===== src/hw/rtl/drpi_pkg.sv =====
`default_nettype none
// ----------------------------------------------------------------------------
// drpi_pkg
// Shared widths, constants, command word and arithmetic helpers for the
// dead reckoning pose integrator.
// ----------------------------------------------------------------------------
package drpi_pkg;

   // field widths
   localparam int VEL_W          = 16;
   localparam int RATE_W         = 8;
   localparam int POS_W          = 32;
   localparam int OUT_W          = 32;
   localparam int TRIG_FRAC_BITS = 15;
   localparam int SIN_W          = TRIG_FRAC_BITS + 2;

   // divider lanes
   localparam int NUM_LANES = 4;
   localparam int LANE_X    = 0;
   localparam int LANE_Y    = 1;
   localparam int LANE_Z    = 2;
   localparam int LANE_YAW  = 3;

   // step counts (two bits retired per cycle in divider and modulo unit)
   localparam int DIV_STEPS = VEL_W / 2;
   localparam int MOD_STEPS = (POS_W + 1) / 2;
   localparam int MOD_BITS  = 2 * MOD_STEPS;
   localparam int MUL_STEPS = 5;
   localparam int CNT_MAX   = (DIV_STEPS > MOD_STEPS) ?
                              ((DIV_STEPS > MUL_STEPS) ? DIV_STEPS : MUL_STEPS) :
                              ((MOD_STEPS > MUL_STEPS) ? MOD_STEPS : MUL_STEPS);
   localparam int CNT_W     = $clog2(CNT_MAX);
   localparam int MUL_IDX_W = $clog2(MUL_STEPS);

   // multiply / accumulate order of the rotation
   localparam logic [MUL_IDX_W-1:0] MUL_CX  = MUL_IDX_W'(0);  // cos * sx
   localparam logic [MUL_IDX_W-1:0] MUL_SY  = MUL_IDX_W'(1);  // sin * sy
   localparam logic [MUL_IDX_W-1:0] MUL_SX  = MUL_IDX_W'(2);  // sin * sx
   localparam logic [MUL_IDX_W-1:0] MUL_CY  = MUL_IDX_W'(3);  // cos * sy
   localparam logic [MUL_IDX_W-1:0] MUL_END = MUL_IDX_W'(4);  // drain last product

   localparam int PROD_W = SIN_W + VEL_W;
   localparam int ACC_W  = PROD_W + 1;
   localparam int STEP_W = ACC_W - TRIG_FRAC_BITS;
   localparam int SUM_W  = ((POS_W > STEP_W) ? POS_W : STEP_W) + 2;

   localparam logic signed [POS_W-1:0] POS_MAX = {1'b0, {(POS_W-1){1'b1}}};
   localparam logic signed [POS_W-1:0] POS_MIN = {1'b1, {(POS_W-1){1'b0}}};
   localparam logic [POS_W-1:0]        POS_BIAS = {1'b1, {(POS_W-1){1'b0}}};

   // angles in whole degrees
   localparam int ANG_W   = 9;
   localparam int QUARTER = 90;
   localparam int QIDX_W  = $clog2(QUARTER + 1);
   localparam logic [ANG_W-1:0] DEG_90  = ANG_W'(90);
   localparam logic [ANG_W-1:0] DEG_180 = ANG_W'(180);
   localparam logic [ANG_W-1:0] DEG_270 = ANG_W'(270);
   localparam logic [ANG_W-1:0] DEG_360 = ANG_W'(360);
   // 2^(POS_W-1) mod 360: removes the bias added before the serial modulo
   localparam int unsigned      BIAS_MOD = int'((64'd1 << (POS_W - 1)) % 64'd360);
   localparam logic [ANG_W-1:0] BIAS_DEG = ANG_W'(BIAS_MOD);
   localparam logic [ANG_W-1:0] BIAS_CMP = ANG_W'(360 - BIAS_MOD);

   // configuration
   localparam int                CSR_ADDR_W = 3;
   localparam int                CSR_DATA_W = 32;
   localparam int                CSR_IDX_W  = CSR_ADDR_W - 2;
   localparam logic [CSR_IDX_W-1:0] REG_RATE_DIVISOR = CSR_IDX_W'(0);
   localparam logic [RATE_W-1:0]  RATE_RESET = RATE_W'(10);

   // controller to datapath command word
   typedef struct packed {
      logic                 load;
      logic                 div_step;
      logic                 head_upd;
      logic                 mod_step;
      logic                 trig;
      logic                 mul_step;
      logic [MUL_IDX_W-1:0] mul_idx;
      logic                 pos_upd;
      logic                 out_load;
   } drpi_cmd_type;

   // quarter-wave sine table, Q(TRIG_FRAC_BITS), 0..90 degrees
   typedef logic [TRIG_FRAC_BITS:0] sin_mag_type;
   typedef sin_mag_type sin_tab_type [0:QUARTER];

   localparam logic [63:0] PI_Q30  = 64'd3373259426;
   localparam logic [63:0] ONE_Q30 = 64'd1 << 30;

   // Taylor series in Q30, evaluated at elaboration only
   function automatic sin_tab_type build_sin_tab();
      sin_tab_type       tab;
      logic [63:0]       x;
      logic [63:0]       x2;
      logic [63:0]       term;
      logic signed [63:0] sum;
      logic [63:0]       rnd;
      for (int k = 0; k <= QUARTER; k++) begin
         x    = (64'(k) * PI_Q30) / 64'd180;
         x2   = (x * x) >> 30;
         term = x;
         sum  = $signed(x);
         for (int n = 1; n <= 7; n++) begin
            term = ((term * x2) >> 30) / 64'((2 * n) * (2 * n + 1));
            if ((n % 2) == 1) begin
               sum = sum - $signed(term);
            end else begin
               sum = sum + $signed(term);
            end
         end
         if (sum < 0) begin
            sum = 0;
         end
         if (sum > $signed(ONE_Q30)) begin
            sum = $signed(ONE_Q30);
         end
         rnd    = ($unsigned(sum) + (64'd1 << (29 - TRIG_FRAC_BITS))) >> (30 - TRIG_FRAC_BITS);
         tab[k] = rnd[TRIG_FRAC_BITS:0];
      end
      return tab;
   endfunction

   localparam sin_tab_type SIN_TAB = build_sin_tab();

   // sine of a whole angle 0..359 by quadrant symmetry
   function automatic logic signed [SIN_W-1:0] sin_deg(input logic [ANG_W-1:0] ang);
      logic [ANG_W-1:0]  idx;
      logic              neg;
      logic [SIN_W-1:0]  mag;
      if (ang < DEG_90) begin
         idx = ang;
         neg = 1'b0;
      end else if (ang < DEG_180) begin
         idx = DEG_180 - ang;
         neg = 1'b0;
      end else if (ang < DEG_270) begin
         idx = ang - DEG_180;
         neg = 1'b1;
      end else begin
         idx = DEG_360 - ang;
         neg = 1'b1;
      end
      mag = SIN_W'(SIN_TAB[idx[QIDX_W-1:0]]);
      return neg ? $signed(-mag) : $signed(mag);
   endfunction

   // clamp a widened sum to the signed accumulator range
   function automatic logic signed [POS_W-1:0] sat_pos(input logic signed [SUM_W-1:0] v);
      logic ovf;
      ovf = (v[SUM_W-1:POS_W-1] != {(SUM_W-POS_W+1){v[SUM_W-1]}});
      if (ovf) begin
         return v[SUM_W-1] ? POS_MIN : POS_MAX;
      end
      return v[POS_W-1:0];
   endfunction

endpackage
`default_nettype wire


===== src/hw/rtl/drpi_if.sv =====
`default_nettype none
// ----------------------------------------------------------------------------
// drpi_req_if / drpi_rsp_if
// Valid/ready channels carrying velocity words in and pose words out.
// ----------------------------------------------------------------------------
interface drpi_req_if;
   import drpi_pkg::*;

   logic              valid;
   logic              ready;
   logic signed [VEL_W-1:0] vel_x;
   logic signed [VEL_W-1:0] vel_y;
   logic signed [VEL_W-1:0] vel_z;
   logic signed [VEL_W-1:0] yaw_rate;

   modport source (output valid, output vel_x, output vel_y, output vel_z,
                   output yaw_rate, input ready);
   modport sink   (input valid, input vel_x, input vel_y, input vel_z,
                   input yaw_rate, output ready);
endinterface

interface drpi_rsp_if;
   import drpi_pkg::*;

   logic              valid;
   logic              ready;
   logic signed [OUT_W-1:0] pos_x;
   logic signed [OUT_W-1:0] pos_y;
   logic signed [OUT_W-1:0] pos_z;
   logic signed [OUT_W-1:0] heading;

   modport source (output valid, output pos_x, output pos_y, output pos_z,
                   output heading, input ready);
   modport sink   (input valid, input pos_x, input pos_y, input pos_z,
                   input heading, output ready);
endinterface
`default_nettype wire


===== src/hw/rtl/drpi_ctrl.sv =====
`default_nettype none
// ----------------------------------------------------------------------------
// drpi_ctrl
// Sequencer: steps one word through divide, heading, modulo, table,
// multiply and position phases, then hands it to the output register.
// ----------------------------------------------------------------------------
module drpi_ctrl (
   input  logic                   clock,
   input  logic                   reset,
   input  logic                   req_valid,
   output logic                   req_ready,
   output logic                   rsp_valid,
   input  logic                   rsp_ready,
   output drpi_pkg::drpi_cmd_type cmd
);
   import drpi_pkg::*;

   typedef enum logic [7:0] {
      ST_IDLE = 8'b0000_0001,
      ST_DIV  = 8'b0000_0010,
      ST_HEAD = 8'b0000_0100,
      ST_MOD  = 8'b0000_1000,
      ST_TRIG = 8'b0001_0000,
      ST_MUL  = 8'b0010_0000,
      ST_POS  = 8'b0100_0000,
      ST_DONE = 8'b1000_0000
   } drpi_state_type;

   drpi_state_type   state_ff, state_in;
   logic [CNT_W-1:0] cnt_ff, cnt_in;
   logic             rsp_valid_ff, rsp_valid_in;
   logic             slot_free;

   assign slot_free = !rsp_valid_ff || rsp_ready;
   assign req_ready = (state_ff == ST_IDLE);
   assign rsp_valid = rsp_valid_ff;

   always_comb begin
      state_in = state_ff;
      cnt_in   = cnt_ff;
      cmd      = '0;
      cmd.mul_idx = cnt_ff[MUL_IDX_W-1:0];
      case (state_ff)
         ST_IDLE: begin
            if (req_valid) begin
               cmd.load = 1'b1;
               cnt_in   = '0;
               state_in = ST_DIV;
            end
         end
         ST_DIV: begin
            cmd.div_step = 1'b1;
            cnt_in       = cnt_ff + 1'b1;
            if (cnt_ff == CNT_W'(DIV_STEPS - 1)) begin
               state_in = ST_HEAD;
            end
         end
         ST_HEAD: begin
            cmd.head_upd = 1'b1;
            cnt_in       = '0;
            state_in     = ST_MOD;
         end
         ST_MOD: begin
            cmd.mod_step = 1'b1;
            cnt_in       = cnt_ff + 1'b1;
            if (cnt_ff == CNT_W'(MOD_STEPS - 1)) begin
               state_in = ST_TRIG;
            end
         end
         ST_TRIG: begin
            cmd.trig = 1'b1;
            cnt_in   = '0;
            state_in = ST_MUL;
         end
         ST_MUL: begin
            cmd.mul_step = 1'b1;
            cnt_in       = cnt_ff + 1'b1;
            if (cnt_ff == CNT_W'(MUL_STEPS - 1)) begin
               state_in = ST_POS;
            end
         end
         ST_POS: begin
            cmd.pos_upd = 1'b1;
            state_in    = ST_DONE;
         end
         ST_DONE: begin
            if (slot_free) begin
               cmd.out_load = 1'b1;
               state_in     = ST_IDLE;
            end
         end
         default: begin
            state_in = ST_IDLE;
         end
      endcase
   end

   assign rsp_valid_in = cmd.out_load || (rsp_valid_ff && !rsp_ready);

   always_ff @(posedge clock) begin
      if (reset) begin
         state_ff     <= ST_IDLE;
         cnt_ff       <= '0;
         rsp_valid_ff <= 1'b0;
      end else begin
         state_ff     <= state_in;
         cnt_ff       <= cnt_in;
         rsp_valid_ff <= rsp_valid_in;
      end
   end

endmodule
`default_nettype wire


===== src/hw/rtl/drpi_datapath.sv =====
`default_nettype none
// ----------------------------------------------------------------------------
// drpi_datapath
// Four radix-4 dividers, saturating accumulators, serial mod-360 unit,
// sine table, one shared multiplier and the output register.
// ----------------------------------------------------------------------------
module drpi_datapath (
   input  logic                                clock,
   input  logic                                reset,
   input  drpi_pkg::drpi_cmd_type              cmd,
   input  logic signed [drpi_pkg::VEL_W-1:0]   vel_x,
   input  logic signed [drpi_pkg::VEL_W-1:0]   vel_y,
   input  logic signed [drpi_pkg::VEL_W-1:0]   vel_z,
   input  logic signed [drpi_pkg::VEL_W-1:0]   yaw_rate,
   input  logic        [drpi_pkg::RATE_W-1:0]  rate_divisor,
   output logic signed [drpi_pkg::OUT_W-1:0]   pos_x,
   output logic signed [drpi_pkg::OUT_W-1:0]   pos_y,
   output logic signed [drpi_pkg::OUT_W-1:0]   pos_z,
   output logic signed [drpi_pkg::OUT_W-1:0]   heading
);
   import drpi_pkg::*;

   // divider lanes
   logic [RATE_W-1:0]        div_ff, div_in;
   logic [VEL_W-1:0]         mag_ff [NUM_LANES];
   logic [VEL_W-1:0]         mag_in [NUM_LANES];
   logic [RATE_W-1:0]        rem_ff [NUM_LANES];
   logic [RATE_W-1:0]        rem_in [NUM_LANES];
   logic                     neg_ff [NUM_LANES];
   logic                     neg_in [NUM_LANES];
   logic signed [VEL_W-1:0]  vel_arr [NUM_LANES];
   logic signed [VEL_W-1:0]  quo [NUM_LANES];

   // accumulators
   logic signed [POS_W-1:0]  xp_ff, xp_in, yp_ff, yp_in;
   logic signed [POS_W-1:0]  alt_ff, alt_in, hd_ff, hd_in;
   logic signed [POS_W-1:0]  hd_sum;

   // modulo 360
   logic [MOD_BITS-1:0]      modsh_ff, modsh_in;
   logic [ANG_W-1:0]         modr_ff, modr_in;
   logic [ANG_W:0]           m1, m2;
   logic [ANG_W-1:0]         ang, ang_cos;

   // trig and rotation
   logic signed [SIN_W-1:0]  sin_ff, sin_in, cos_ff, cos_in;
   logic signed [SIN_W-1:0]  op_a;
   logic signed [VEL_W-1:0]  op_b;
   logic signed [PROD_W-1:0] prod_ff, prod_in;
   logic signed [ACC_W-1:0]  rx_ff, rx_in, ry_ff, ry_in;

   // position update
   logic signed [ACC_W-1:0]  flx, fly;
   logic                     fracx, fracy;
   logic signed [SUM_W-1:0]  basex, basey;

   // output word
   logic signed [OUT_W-1:0]  px_ff, py_ff, pz_ff, ph_ff;

   assign vel_arr[LANE_X]   = vel_x;
   assign vel_arr[LANE_Y]   = vel_y;
   assign vel_arr[LANE_Z]   = vel_z;
   assign vel_arr[LANE_YAW] = yaw_rate;

   // ---- dividers: magnitude restoring division, two quotient bits a cycle
   always_comb begin
      logic [RATE_W:0] r1;
      logic [RATE_W:0] r2;
      logic            q1;
      logic            q2;
      div_in = div_ff;
      for (int i = 0; i < NUM_LANES; i++) begin
         mag_in[i] = mag_ff[i];
         rem_in[i] = rem_ff[i];
         neg_in[i] = neg_ff[i];
         quo[i]    = neg_ff[i] ? $signed(-mag_ff[i]) : $signed(mag_ff[i]);
         r1 = {rem_ff[i], mag_ff[i][VEL_W-1]};
         q1 = (r1 >= {1'b0, div_ff});
         if (q1) begin
            r1 = r1 - {1'b0, div_ff};
         end
         r2 = {r1[RATE_W-1:0], mag_ff[i][VEL_W-2]};
         q2 = (r2 >= {1'b0, div_ff});
         if (q2) begin
            r2 = r2 - {1'b0, div_ff};
         end
         if (cmd.load) begin
            mag_in[i] = vel_arr[i][VEL_W-1] ? -vel_arr[i] : vel_arr[i];
            rem_in[i] = '0;
            neg_in[i] = vel_arr[i][VEL_W-1];
         end else if (cmd.div_step) begin
            mag_in[i] = {mag_ff[i][VEL_W-3:0], q1, q2};
            rem_in[i] = r2[RATE_W-1:0];
         end
      end
      if (cmd.load) begin
         // a divisor of zero passes the velocities through
         div_in = (rate_divisor == '0) ? RATE_W'(1) : rate_divisor;
      end
   end

   // ---- altitude / heading, then mod 360 of the biased heading
   assign hd_sum = sat_pos(SUM_W'(hd_ff) + SUM_W'(quo[LANE_YAW]));

   always_comb begin
      alt_in   = alt_ff;
      hd_in    = hd_ff;
      modsh_in = modsh_ff;
      modr_in  = modr_ff;
      m1 = {modr_ff, modsh_ff[MOD_BITS-1]};
      if (m1 >= {1'b0, DEG_360}) begin
         m1 = m1 - {1'b0, DEG_360};
      end
      m2 = {m1[ANG_W-1:0], modsh_ff[MOD_BITS-2]};
      if (m2 >= {1'b0, DEG_360}) begin
         m2 = m2 - {1'b0, DEG_360};
      end
      if (cmd.head_upd) begin
         alt_in   = sat_pos(SUM_W'(alt_ff) + SUM_W'(quo[LANE_Z]));
         hd_in    = hd_sum;
         modsh_in = MOD_BITS'($unsigned(hd_sum) ^ POS_BIAS);
         modr_in  = '0;
      end else if (cmd.mod_step) begin
         modsh_in = modsh_ff << 2;
         modr_in  = m2[ANG_W-1:0];
      end
   end

   // ---- remove bias, table lookup
   always_comb begin
      ang     = (modr_ff >= BIAS_DEG) ? (modr_ff - BIAS_DEG) : (modr_ff + BIAS_CMP);
      ang_cos = (ang >= DEG_270) ? (ang - DEG_270) : (ang + DEG_90);
      sin_in  = cmd.trig ? sin_deg(ang) : sin_ff;
      cos_in  = cmd.trig ? sin_deg(ang_cos) : cos_ff;
   end

   // ---- rotation: one product a cycle, accumulated in the next cycle
   always_comb begin
      op_a = ((cmd.mul_idx == MUL_CX) || (cmd.mul_idx == MUL_CY)) ? cos_ff : sin_ff;
      op_b = ((cmd.mul_idx == MUL_CX) || (cmd.mul_idx == MUL_SX)) ?
             quo[LANE_X] : quo[LANE_Y];
      prod_in = cmd.mul_step ? (PROD_W'(op_a) * PROD_W'(op_b)) : prod_ff;
      rx_in   = rx_ff;
      ry_in   = ry_ff;
      if (cmd.mul_step) begin
         case (cmd.mul_idx)
            MUL_SY:  rx_in = ACC_W'(prod_ff);
            MUL_SX:  rx_in = rx_ff - ACC_W'(prod_ff);
            MUL_CY:  ry_in = ACC_W'(prod_ff);
            MUL_END: ry_in = ry_ff + ACC_W'(prod_ff);
            default: ;
         endcase
      end
   end

   // ---- position: truncate pos + r / 2^F toward zero, then clamp
   always_comb begin
      flx   = rx_ff >>> TRIG_FRAC_BITS;
      fly   = ry_ff >>> TRIG_FRAC_BITS;
      fracx = |rx_ff[TRIG_FRAC_BITS-1:0];
      fracy = |ry_ff[TRIG_FRAC_BITS-1:0];
      basex = SUM_W'(xp_ff) + SUM_W'(flx);
      basey = SUM_W'(yp_ff) + SUM_W'(fly);
      if (fracx && basex[SUM_W-1]) begin
         basex = basex + SUM_W'(1);
      end
      if (fracy && basey[SUM_W-1]) begin
         basey = basey + SUM_W'(1);
      end
      xp_in = cmd.pos_upd ? sat_pos(basex) : xp_ff;
      yp_in = cmd.pos_upd ? sat_pos(basey) : yp_ff;
   end

   always_ff @(posedge clock) begin
      if (reset) begin
         xp_ff  <= '0;
         yp_ff  <= '0;
         alt_ff <= '0;
         hd_ff  <= '0;
      end else begin
         xp_ff  <= xp_in;
         yp_ff  <= yp_in;
         alt_ff <= alt_in;
         hd_ff  <= hd_in;
      end
   end

   always_ff @(posedge clock) begin
      div_ff   <= div_in;
      mag_ff   <= mag_in;
      rem_ff   <= rem_in;
      neg_ff   <= neg_in;
      modsh_ff <= modsh_in;
      modr_ff  <= modr_in;
      sin_ff   <= sin_in;
      cos_ff   <= cos_in;
      prod_ff  <= prod_in;
      rx_ff    <= rx_in;
      ry_ff    <= ry_in;
      if (cmd.out_load) begin
         px_ff <= OUT_W'(xp_ff);
         py_ff <= OUT_W'(yp_ff);
         pz_ff <= OUT_W'(alt_ff);
         ph_ff <= OUT_W'(hd_ff);
      end
   end

   assign pos_x   = px_ff;
   assign pos_y   = py_ff;
   assign pos_z   = pz_ff;
   assign heading = ph_ff;

endmodule
`default_nettype wire


===== src/hw/rtl/dead_reckoning_pose_integrator.sv =====
`default_nettype none
// ----------------------------------------------------------------------------
// dead_reckoning_pose_integrator
// Integrates x/y position, altitude and heading from velocity words.
// ----------------------------------------------------------------------------
// Each velocity word (vel_x, vel_y, vel_z, yaw_rate) is divided by
// rate_divisor, truncating toward zero (zero acts as one); the z and yaw
// steps add to altitude and heading, the x/y step is rotated by the new
// heading (Q1.15 sine/cosine from a quarter-wave table at heading mod 360)
// and added to the x/y position, truncated toward zero. All four
// accumulators saturate at 32 bits and are returned as one pose word per
// velocity word. One word at a time is in flight: a word passes from
// acceptance to the output register through the radix-4 dividers, the
// two-bit-a-cycle mod-360 unit and the shared 17x16 multiplier. The next
// word is taken while the previous pose still waits in the output
// register. rate_divisor sits at byte address 0 of the CSR port, resets
// to 10 and should be written only while the block is idle.
// ----------------------------------------------------------------------------
module dead_reckoning_pose_integrator (
   input  logic                               clock,
   input  logic                               reset,
   drpi_req_if.sink                           req_ch,
   drpi_rsp_if.source                         rsp_ch,
   input  logic                               csr_psel,
   input  logic                               csr_penable,
   input  logic                               csr_pwrite,
   input  logic [drpi_pkg::CSR_ADDR_W-1:0]    csr_paddr,
   input  logic [drpi_pkg::CSR_DATA_W-1:0]    csr_pwdata,
   output logic [drpi_pkg::CSR_DATA_W-1:0]    csr_prdata,
   output logic                               csr_pready
);
   import drpi_pkg::*;

   drpi_cmd_type        cmd;
   logic [RATE_W-1:0]   rate_ff, rate_in;
   logic                csr_wr;
   logic [CSR_IDX_W-1:0] csr_idx;

   // ---- CSR: single register, pready held high
   assign csr_pready = 1'b1;
   assign csr_idx    = csr_paddr[CSR_ADDR_W-1:2];
   assign csr_wr     = csr_psel && csr_penable && csr_pwrite;
   assign rate_in    = (csr_wr && (csr_idx == REG_RATE_DIVISOR)) ?
                       csr_pwdata[RATE_W-1:0] : rate_ff;
   assign csr_prdata = (csr_idx == REG_RATE_DIVISOR) ?
                       CSR_DATA_W'(rate_ff) : '0;

   always_ff @(posedge clock) begin
      if (reset) begin
         rate_ff <= RATE_RESET;
      end else begin
         rate_ff <= rate_in;
      end
   end

   // ---- sequencer
   drpi_ctrl u_ctrl (
      .clock     (clock),
      .reset     (reset),
      .req_valid (req_ch.valid),
      .req_ready (req_ch.ready),
      .rsp_valid (rsp_ch.valid),
      .rsp_ready (rsp_ch.ready),
      .cmd       (cmd)
   );

   // ---- arithmetic and state
   drpi_datapath u_datapath (
      .clock        (clock),
      .reset        (reset),
      .cmd          (cmd),
      .vel_x        (req_ch.vel_x),
      .vel_y        (req_ch.vel_y),
      .vel_z        (req_ch.vel_z),
      .yaw_rate     (req_ch.yaw_rate),
      .rate_divisor (rate_ff),
      .pos_x        (rsp_ch.pos_x),
      .pos_y        (rsp_ch.pos_y),
      .pos_z        (rsp_ch.pos_z),
      .heading      (rsp_ch.heading)
   );

endmodule
`default_nettype wire


===== src/flat_wrapper.sv =====
// flat-port wrapper written by rule: the top's interface ports become plain ports
module dead_reckoning_pose_integrator_flat import drpi_pkg::*;
  (clock, reset, csr_psel, csr_penable, csr_pwrite, csr_paddr, csr_pwdata, csr_prdata, csr_pready, req_ch_valid, req_ch_vel_x, req_ch_vel_y, req_ch_vel_z, req_ch_yaw_rate, req_ch_ready, rsp_ch_valid, rsp_ch_pos_x, rsp_ch_pos_y, rsp_ch_pos_z, rsp_ch_heading, rsp_ch_ready);
  drpi_req_if req_ch_i ();
  drpi_rsp_if rsp_ch_i ();
  input  logic clock;
  input  logic reset;
  input  logic csr_psel;
  input  logic csr_penable;
  input  logic csr_pwrite;
  input  logic [drpi_pkg::CSR_ADDR_W-1:0] csr_paddr;
  input  logic [drpi_pkg::CSR_DATA_W-1:0] csr_pwdata;
  output logic [drpi_pkg::CSR_DATA_W-1:0] csr_prdata;
  output logic csr_pready;
  input wire logic [$bits(req_ch_i.valid)-1:0] req_ch_valid;
  input wire logic [$bits(req_ch_i.vel_x)-1:0] req_ch_vel_x;
  input wire logic [$bits(req_ch_i.vel_y)-1:0] req_ch_vel_y;
  input wire logic [$bits(req_ch_i.vel_z)-1:0] req_ch_vel_z;
  input wire logic [$bits(req_ch_i.yaw_rate)-1:0] req_ch_yaw_rate;
  output wire logic [$bits(req_ch_i.ready)-1:0] req_ch_ready;
  output wire logic [$bits(rsp_ch_i.valid)-1:0] rsp_ch_valid;
  output wire logic [$bits(rsp_ch_i.pos_x)-1:0] rsp_ch_pos_x;
  output wire logic [$bits(rsp_ch_i.pos_y)-1:0] rsp_ch_pos_y;
  output wire logic [$bits(rsp_ch_i.pos_z)-1:0] rsp_ch_pos_z;
  output wire logic [$bits(rsp_ch_i.heading)-1:0] rsp_ch_heading;
  input wire logic [$bits(rsp_ch_i.ready)-1:0] rsp_ch_ready;
  assign req_ch_i.valid = req_ch_valid;
  assign req_ch_i.vel_x = req_ch_vel_x;
  assign req_ch_i.vel_y = req_ch_vel_y;
  assign req_ch_i.vel_z = req_ch_vel_z;
  assign req_ch_i.yaw_rate = req_ch_yaw_rate;
  assign req_ch_ready = req_ch_i.ready;
  assign rsp_ch_valid = rsp_ch_i.valid;
  assign rsp_ch_pos_x = rsp_ch_i.pos_x;
  assign rsp_ch_pos_y = rsp_ch_i.pos_y;
  assign rsp_ch_pos_z = rsp_ch_i.pos_z;
  assign rsp_ch_heading = rsp_ch_i.heading;
  assign rsp_ch_i.ready = rsp_ch_ready;
  dead_reckoning_pose_integrator u_core (.clock(clock), .reset(reset), .req_ch(req_ch_i), .rsp_ch(rsp_ch_i), .csr_psel(csr_psel), .csr_penable(csr_penable), .csr_pwrite(csr_pwrite), .csr_paddr(csr_paddr), .csr_pwdata(csr_pwdata), .csr_prdata(csr_prdata), .csr_pready(csr_pready));
endmodule

===== config.mk =====
export PLATFORM = sky130hd
export DESIGN_NAME = dead_reckoning_pose_integrator_flat
export DESIGN_NICKNAME = d
export VERILOG_FILES = /design/src/hw/rtl/drpi_pkg.sv /design/src/hw/rtl/drpi_if.sv /design/src/hw/rtl/drpi_ctrl.sv /design/src/hw/rtl/drpi_datapath.sv /design/src/hw/rtl/dead_reckoning_pose_integrator.sv /design/src/flat_wrapper.sv
export SDC_FILE = /design/constraint.sdc
export NUM_CORES = 2
export LEC_CHECK = 0
export BUFFER_PORTS_ARGS = -buffer_cell sky130_fd_sc_hd__buf_4
export CORE_ASPECT_RATIO = 0.7
export CORE_MARGIN = 2
export CORE_UTILIZATION = 30
export CTS_CLUSTER_DIAMETER = 150
export CTS_CLUSTER_SIZE = 30
export DETAILED_ROUTE_END_ITERATION = 6
export PLACE_DENSITY = 0.43
export SYNTH_ARGS = -nofsm -noshare
export SYNTH_HDL_FRONTEND = slang
export SYNTH_HIERARCHICAL = 1
export SYNTH_SLANG_ARGS = --single-unit

===== constraint.sdc =====
create_clock -name clock -period 12.4 [get_ports clock]
set_clock_uncertainty 0.05 [all_clocks]
set_input_delay 0.62 -clock clock [delete_from_list [all_inputs] [get_ports clock]]
set_output_delay 0.62 -clock clock [all_outputs]
set_load 0.02 [all_outputs]

After elaboration in Yosys (flattened, before gate mapping)
Memories as Yosys holds them, arrays and structs flattened.
Index checks and enable logic that the tools add are counted.
- add/sub/neg operators: 39
- $lt $le $gt $ge: 20
- reduce and logical (&&, ||, !) cells: 27
- equality and inequality tests: 24
- multipliers: 1
- bitwise gates (word level): 4
- muxes and demuxes: 88
- operators with widths (kind ; number):
    32-bit two-way mux ; 14
    16-bit two-way mux ; 23
    34-bit one-hot mux with 2 select lines ; 2
    16-bit negation ; 8
    8-bit two-way mux ; 14
    9-bit by 8-bit >= comparator with 1-bit output ; 8
    33-bit by 2-bit adder with 34-bit output (second input constant) ; 2
    34-bit two-way mux ; 2
    32-bit by 16-bit adder with 33-bit output ; 2
    32-bit by 19-bit adder with 33-bit output ; 2
    8-bit one-hot mux with 8 select lines ; 1
    8-bit subtractor ; 8
    7-bit two-way mux ; 6
    9-bit two-way mux ; 4
    34-bit by 33-bit adder with 34-bit output ; 1
    16-bit negation with 17-bit output ; 2
    34-bit by 33-bit subtractor with 34-bit output ; 1
    17-bit by 16-bit multiplier with 33-bit output ; 1
    15-bit OR reduction ; 2
    9-bit subtractor (second input constant) ; 3
    10-bit by 9-bit >= comparator with 1-bit output (second input constant) ; 2
    1-bit two-way mux ; 19
    9-bit by 7-bit less-than comparator with 1-bit output (second input constant) ; 2
    9-bit by 8-bit less-than comparator with 1-bit output (second input constant) ; 2
    42 further kinds ; 72
- ROM bits: 4096
- memories: 2
- input port bits: 106
- flip-flop bits (word level): 561
- memory list (name ; depth ; width ; read ports ; clocked after Yosys merged registers in ; wr ports ; RTL line ; RTL):
    (no name shown) ; 128 ; 16 ; 1 ; 0 ; 0 ; drpi_pkg.sv:144 ; mag = SIN_W'(SIN_TAB[idx[QIDX_W-1:0]]);
    (no name shown) ; 128 ; 16 ; 1 ; 0 ; 0 ; drpi_pkg.sv:144 ;

Depth between registers and ports, before layout
- depth in word-level cells: 14
- depth in mapped cells: 35

By module
Netlist, hierarchy kept.
- by module, submodules not included (module ; cells an instance ; seq. area each (sq um) ; area each (sq um) ; instances):
    drpi_datapath ; 5876 ; 14523.9 ; 52022.4 ; 1
    drpi_ctrl ; 97 ; 260.2 ; 834.6 ; 1
    dead_reckoning_pose_integrator ; 70 ; 160.2 ; 620.6 ; 1

Worst setup path before layout
Ideal clock, no wire load.
- path kind: reg2reg
- start: reg u_core/u_datapath/mag_ff[50] in the netlist's numbering
- end: reg u_core.u_datapath.prod_ff[30] (data pin)
- stages on the path, launching flop included: 30
- path slack: 3.928 ns
- setup time: 0.266 ns
- data required time: 12.084 ns
- buffers on the path: 1
- arrival time: 8.156 ns
- cell sequence: edfxtp_1 -> or3_1 -> or2_2 -> or4_1 -> or3_1 -> or3_1 -> o31ai_1 -> xnor2_1 -> nand2_1 -> o21ai_1 -> clkbuf_1 -> nor2_1 -> fa_1 -> fa_1 -> fa_1 -> fa_1 -> fa_1 -> inv_1 -> fa_1 -> inv_1 -> ha_1 -> or3_1 -> o21ai_0 -> o31ai_1 -> o211a_1 -> o21ai_0 -> nand2b_1 -> a2111oi_0 -> nor3_1 -> xor2_1
- word-level cells in the longest chain between the ends: 4
- RTL lines (item ; RTL line ; RTL):
    from (decl) ; drpi_datapath.sv:25 ; logic [VEL_W-1:0] mag_ff [NUM_LANES];
    from (signal assigned) ; drpi_datapath.sv:190 ; mag_ff <= mag_in;
    16-bit negation ; drpi_datapath.sv:76 ; quo[i] = neg_ff[i] ? $signed(-mag_ff[i]) : $signed(mag_ff[i]);
    16-bit two-way mux * ; drpi_datapath.sv:76 ;
    16-bit two-way mux * ; drpi_datapath.sv:140 ; op_b = ((cmd.mul_idx == MUL_CX) || (cmd.mul_idx == MUL_SX)) ?
    17-bit by 16-bit multiplier with 33-bit output * ; drpi_datapath.sv:142 ; prod_in = cmd.mul_step ? (PROD_W'(op_a) * PROD_W'(op_b)) : prod_ff;
    to (signal assigned) ; drpi_datapath.sv:197 ; prod_ff <= prod_in;
    to (decl) ; drpi_datapath.sv:49 ; logic signed [PROD_W-1:0] prod_ff, prod_in;
Mark *: on every way between the ends. The rest lies on a longest branch, timed or not.
A chain may end at the register's enable or synchronous reset.

Worst setup path after layout
Ends and elaborated chain as after synthesis.

==> flow_summary.toml <==
[cells_and_area]
drive_gt1_share_pct = 8.85
area_growth_pct = 9.06
final_cells = 8474
final_nets = 6882

[synthesis]
yosys.area.top_type = "edfxtp_1"
synthArstFlopShare_pct = 0
synth_cell_types = 135
syn_inst = 6043
yosys.area.top_type_share_pct = 20.8
synth_edf_count = 371
synth_most_common_cell = "nor2_1"
yosys_warnings = 6
synth.ff_latch_count = 561
synth_area_per_cell_um2 = 8.85
yosysSeqAreaShare_pct = 27.9
syn_area_um2 = 53500
synth_top_cells_by_area = "edfxtp_1, fa_1, ha_1"
synth_flop_cell = "edfxtp_1"
synthTopCellsByCount = "nor2_1, inv_1, nand2_1"

[worst_setup_path]
slowest_delay_ns = 0.54
cp_max_fo = 15
crit_path_frequent_cell = "fa_1"
critical-path-slowest-cell = "a211oi_1"
startpoint_type = "register"
crit_arrival_ns = 9.73
endpoint_kind = "register"
cp.required_ns = 12.75
worstSetupPathType = "register to register"

[routing]
ant_nets = 0
top_layer = "met5"
drt_wl_total_um = 167000
wl_per_cell_um = 19.7
dr.pass1.iters = 6
dr_wl_met2_um = 67000
m1WireLength_um = 87600
drt-initial-drc-count = 3417
wl_met3_um = 8980
vias_per_cell = 5.16
drc = 0
dr_total_vias = 43700

[sta]
finalHoldViolCount = 0
setup_violations = 0
totalNegativeSetupSlack_ns = 0
timing.final.crit_share_pct = 75.6
rsz0062_at_grt = "no"
drv_slew = 0
fmax_mhz = 107
tightest_slew_ns = 1.33
period_minus_slack_ns = 9.38
relSlewSlack_pct = 11.2

[clocking]
clk_latency_ns = 0.69
clock-sinks = 561
clockBufferDepth = 3
cts_resized = 0
post_cts_buffers = 0
cts_root_buf = "clkbuf_16"
cts_hold_buf = 0
h-tree-depth = 1
cts_buffers = 23
cts_tree = "built"
clkTransAtPathRegs_ns = 0.12

[floorplan]
dieHeight_um = 357
die-area_um2 = 182000
die-width_um = 509
core-area_um2 = 177000
rows = 129
ios = 269
start_util_pct = 30.2

[place]
dp_cells = 8430
place.gp.congestion = 0.854
io_buffer_count = 217
dpl.hpwl_um = 128000

[min_path]
hold_path.class = "primary input to register"

[run_status]
status = "finished, final reports clean"

[grt]
antenna_found_initial = 8
grt_pass1_wl_um = 257000
grt_max_degree = 79
grt_usage_pct = 17.9
overflow = 0
grt_pass1_vias = 42000

[run]
drv_cap = 0
[layout by cell type, fill, tap and decap left out, types with 97 or more instances in the layout]
cell type and instances:
a211oi_1 120, a21o_1 97, a21oi_1 381, buf_4 303, dfxtp_1 189, edfxtp_1 371, fa_1 290, ha_1 389
inv_1 538, nand2_1 503, nand3_1 115, nor2_1 577, nor3_1 168, o21ai_0 344, xnor2_1 283, xor2_1 149
[stage by stage]
stage	hold slack [ns]	util, %	area, um^2	setup WS [ns]
2_1_floorplan	0.385	-	53600	3.93
5_1_grt	0.115	33.0	58300	2.39
3_3_place_gp	0.398	32.6	57600	3.18
6_report	0.143	33.0	58300	3.02
3_5_place_dp	0.411	32.6	57600	3.12
4_1_cts	0.0975	33.0	58300	3.03
[flip-flops by register name, summed over array words and instances (netlist names), 33 cells and up]
signal and flops:
u_core/u_datapath/prod_ff 33, u_core/u_datapath/mag_ff 64, u_core/u_datapath/rx_ff 34, u_core/u_datapath/ry_ff 34
[per-layer routing]
metal	up-vias	track usage [%]
met5	-	0
met4	2	3.35
met3	132	2.45
met2	1045	25.8
met1	21100	28.1
li1	21500	-
[cell type report]
class	count	area [um^2]
antenna	2	5.00
clock buffer	37	628
clock inverter	5	70.1
fill	18500	119000
inverter	546	2050
multi-input combinational	4662	35400
sequential	561	14900
tap	2358	2950
timing repair buffer	303	2270
[logic make-up (layout without fill, tap and decap cells)]
| logic type | count (synthesis) | in the layout | share of synthesized area (%) |
|---|---|---|---|
| AOI/OAI and AO/OA | 1531 | 1531 | 19.0 |
| xor gates and xnor gates | 443 | 443 | 7.36 |
| buffers and inverters | 843 | 891 | 6.37 |
| other | 2 | 27 | 0.0140 |
| muxes | 133 | 133 | 2.69 |
| adders and majority gates | 712 | 712 | 20.6 |
| and+or+nand+nor | 1818 | 1818 | 16.0 |
| DFF | 561 | 561 | 27.9 |
[critical path, delay by kind of cell, from the launching register on]
kind / cells / cell delay (ns)
xor+xnor: 2 / 0.34
fa+ha+maj: 7 / 3.11
simple gates: 10 / 2.51
compound gates: 7 / 2.01
buf+inv: 5 / 0.59
flops: 1 / 0.48
[worst paths after layout]
check	cells after the start	start	slack [ns]	end
max	31	u_core/u_datapath/mag_ff[50]	3.02	u_core/u_datapath/prod_ff[30]
min	3	csr_pwdata[3]	0.14	u_core/rate_ff[3]
max reg2reg	31	u_core/u_datapath/mag_ff[50]	3.02	u_core/u_datapath/prod_ff[30]
min reg2reg	0	u_core/u_datapath/hd_ff[31]	0.43	u_core/u_datapath/heading[31]
Power is not shown: default switching activity piles up to over one toggle a cycle in this logic, so the estimate is an artifact.
